--- config.mk ---
export PLATFORM = sky130hd
export DESIGN_NAME = bmap_ram
export DESIGN_NICKNAME = d
export VERILOG_FILES = /design/src/hdl/bmap_ram.sv
export SDC_FILE = /design/constraint.sdc
export NUM_CORES = 2
export LEC_CHECK = 0
export BUFFER_PORTS_ARGS = -buffer_cell sky130_fd_sc_hd__buf_2
export CAP_MARGIN = 20
export CORE_UTILIZATION = 55
export CTS_BUF_LIST = sky130_fd_sc_hd__clkbuf_2
export DETAILED_ROUTE_END_ITERATION = 8
export PLACE_DENSITY = 0.73
export SYNTH_ARGS = -nofsm -noshare
export SYNTH_HDL_FRONTEND = slang
export SYNTH_SLANG_ARGS = --single-unit
--- constraint.sdc ---
create_clock -name clk -period 7 [get_ports clk]
set_input_delay 1.05 -clock clk [delete_from_list [all_inputs] [get_ports clk]]
set_output_delay 1.05 -clock clk [all_outputs]
set_load 0.1 [all_outputs]
--- src/hdl/bmap_ram.sv ---
module bmap_ram #(
  parameter int unsigned WIDTH = 64,
  parameter int unsigned DEPTH = 64
) (
  input  logic                                          clk,
  input  logic                                          we,
  input  logic [((DEPTH > 1) ? $clog2(DEPTH) : 1)-1:0]  waddr,
  input  logic [WIDTH-1:0]                              wdata,
  input  logic                                          re,
  input  logic [((DEPTH > 1) ? $clog2(DEPTH) : 1)-1:0]  raddr,
  output logic [WIDTH-1:0]                              rdata
);

  logic [WIDTH-1:0] mem [DEPTH];

  always_ff @(posedge clk) begin
    if (we) begin
      mem[waddr] <= wdata;
    end
    if (re) begin
      rdata <= mem[raddr];
    end
  end

endmodule

==> metrics.txt <==
GR Layer Usage met2 0.4642; Max Clk Rate 0.2207 GHz; Final Cell Area 174500 µm²; clk buf depth 4; fin crit share 0.6473; Critical Path AT 3.48 ns; Vias/cell 6.653; top cells by area, synth edfxtp_1, mux4_2, mux2i_1; post-route ant nets 0; CP startpoint kind register; top-area cell type share of the netlist area 0.7957; Global Route met3 Usage 0.07586; leading area contributor after synthesis edfxtp_1; Final setup viols 0; pwr dens 261.4 nW/µm²; Die Ht 536.3 µm; Setup Crit Path Kind reg2out; post-synthesis sequential area ratio 0.7957; H-tree levels 6; worst hold path class in2reg; TritonCTS clock tree yes; Post-synth EDFFs 4160; die area 287600 µm²; Distinct cells, synth 32; clock network latency to the later pin of the worst-skew pair 2.25 ns; mapped cell area 157000 µm²; DR iter-0 viols 12630; TritonCTS Sinks 4160; Syn. warnings 0; CP max-delay cell edfxtp_1; area delta synth->final 11.17%; Post-Place Setup Slack 2.614 ns; most frequent cells in the layout edfxtp_1, clkbuf_2, mux4_2; CP delay by family, top flip-flops; TNS Setup 0 ns; Synth Area per Inst 23.79 µm²; nets@finish 7817; root buf cell clkbuf_2; most common cell after layout, fill and taps aside edfxtp_1; clk slew on worst S/H paths 0.10 ns; final-report hold violation count 0; Min Clock Period, post-route 4.531 ns; Worst Path Required 5.95 ns; drt pass-1 iters 6; number of synthesized register bits 4160; relative slew slack 0.1716; Post-Route WL 429000 µm; Overflow after GRT 0; GRT Resource Usage Total 0.3002; Core Rows 195; WL per Instance 35.08 µm; Synth Flop Type edfxtp_1; layout cells sized above 1 0.3501; Worst Hold Slack 0.2466 ns; Layout Utilization 0.6166; actual slew at the worst max-slew pin 1.240 ns; Port Buf Inserts 142; Worst Path Max Fanout 2; Buf/Inv on CP 1; outcome finished clean; Initial Util 0.5547; via count 81360; cts bufs inserted 941; leak pwr 56.09 nW; first-pass GRT wire length 600700 µm; Clock Skew 0.1611 ns; grt met1 use 0.4161; post-CTS resize count 0; maximum VDD drop 191.9 µV; HPWL after detailed placement 218900 µm; initial antenna violation count 23; DRC Markers 0; Max stage delay on crit path 0.75 ns; Max Cap Viol 0; Cell Chain, Critical Path buf_2; chip width 536.3 µm; final worst slack 2.469 ns; max-slew violations 0; Synth async-reset ratio 0; Crit. End Element output pin; core area 283000 µm²; post-synthesis cell count 6598; Placer Congestion 0.8192; RSZ-0062 raised after global routing false; largest net degree at the start of global routing 102; busiest grt layer met2; Synth Net Count 6677; DP Area 163400 µm²; vias in the first global route 81630; # IOs 143
-- registers in the layout, summed over array words and instances, names as in the netlist --
register	count
rdata	64
mem	4096
-- layer usage --
metal / wire [µm] / part of all wire
met1: 149100 / 0.35
met2: 202800 / 0.47
met3: 59730 / 0.14
met4: 17290 / 0.040
met5: 27 / 0.000063
-- worst paths after layout --
path / endpoint / slack, ns / from / cells after the start
max: rdata[3] / 2.47 / rdata[3] / 1
min: mem[7][55] / 0.25 / wdata[55] / 2
max reg2reg: rdata[2] / 4.03 / mem[13][2] / 7
min reg2reg: rdata[0] / 0.86 / mem[55][0] / 4
-- logic make-up (layout without fill, tap and decap cells) --
logic type	Yosys count	after routing	share of synthesized area
DFF	4160	4160	0.7957
muxes	1159	1159	0.1555
AOI/OAI and AO/OA	504	504	0.02467
buffers and inverters	389	2264	0.01176
and+or+nand+nor	386	386	0.01235
other	0	13	0
-- final cells by class --
| class | count | area [µm²] |
|---|---|---|
| Antenna cell | 13 | 32.53 |
| Clock buffer | 1381 | 6912 |
| Clock inverter | 297 | 1644 |
| Fill cell | 19130 | 108500 |
| Inverter | 19 | 71.32 |
| Multi-Input combinational cell | 2049 | 30780 |
| Sequential cell | 4160 | 124900 |
| Tap cell | 3743 | 4683 |
| Timing Repair Buffer | 567 | 5478 |
-- where the power goes --
| group | leakage (nW) | total, mW | switching (mW) | internal [mW] |
|---|---|---|---|---|
| Clock | 6.48 | 15.2 | 9.50 | 5.68 |
| Sequential | 37.5 | 27.7 | 0.111 | 27.6 |
| Combinational | 12.1 | 2.74 | 1.80 | 0.947 |
-- synth_stat cells (45+ instances only) --
| master | n |
|---|---|
| mux2i_1 | 135 |
| o22ai_1 | 83 |
| nor2_1 | 112 |
| and3_1 | 64 |
| nand2_1 | 58 |
| buf_2 | 170 |
| a22o_1 | 88 |
| a211oi_1 | 63 |
| a22oi_1 | 168 |
| nand3_1 | 45 |
| clkbuf_1 | 140 |
| mux4_2 | 1024 |
| edfxtp_1 | 4160 |
-- through the flow --
stage,power [mW],std cells
3_3_place_gp,30.77,10310
3_5_place_dp,30.83,10320
5_1_grt,47.12,12220
2_1_floorplan,29.77,6598
4_1_cts,45.79,12200
6_report,45.62,12230
-- repair_timing --
action / CTS / global route
hold buffers: 204 / 5
buffers inserted: 0 / 0
hold endpoints to repair: 5493 / 177
(Power assumes the default switching activity.)
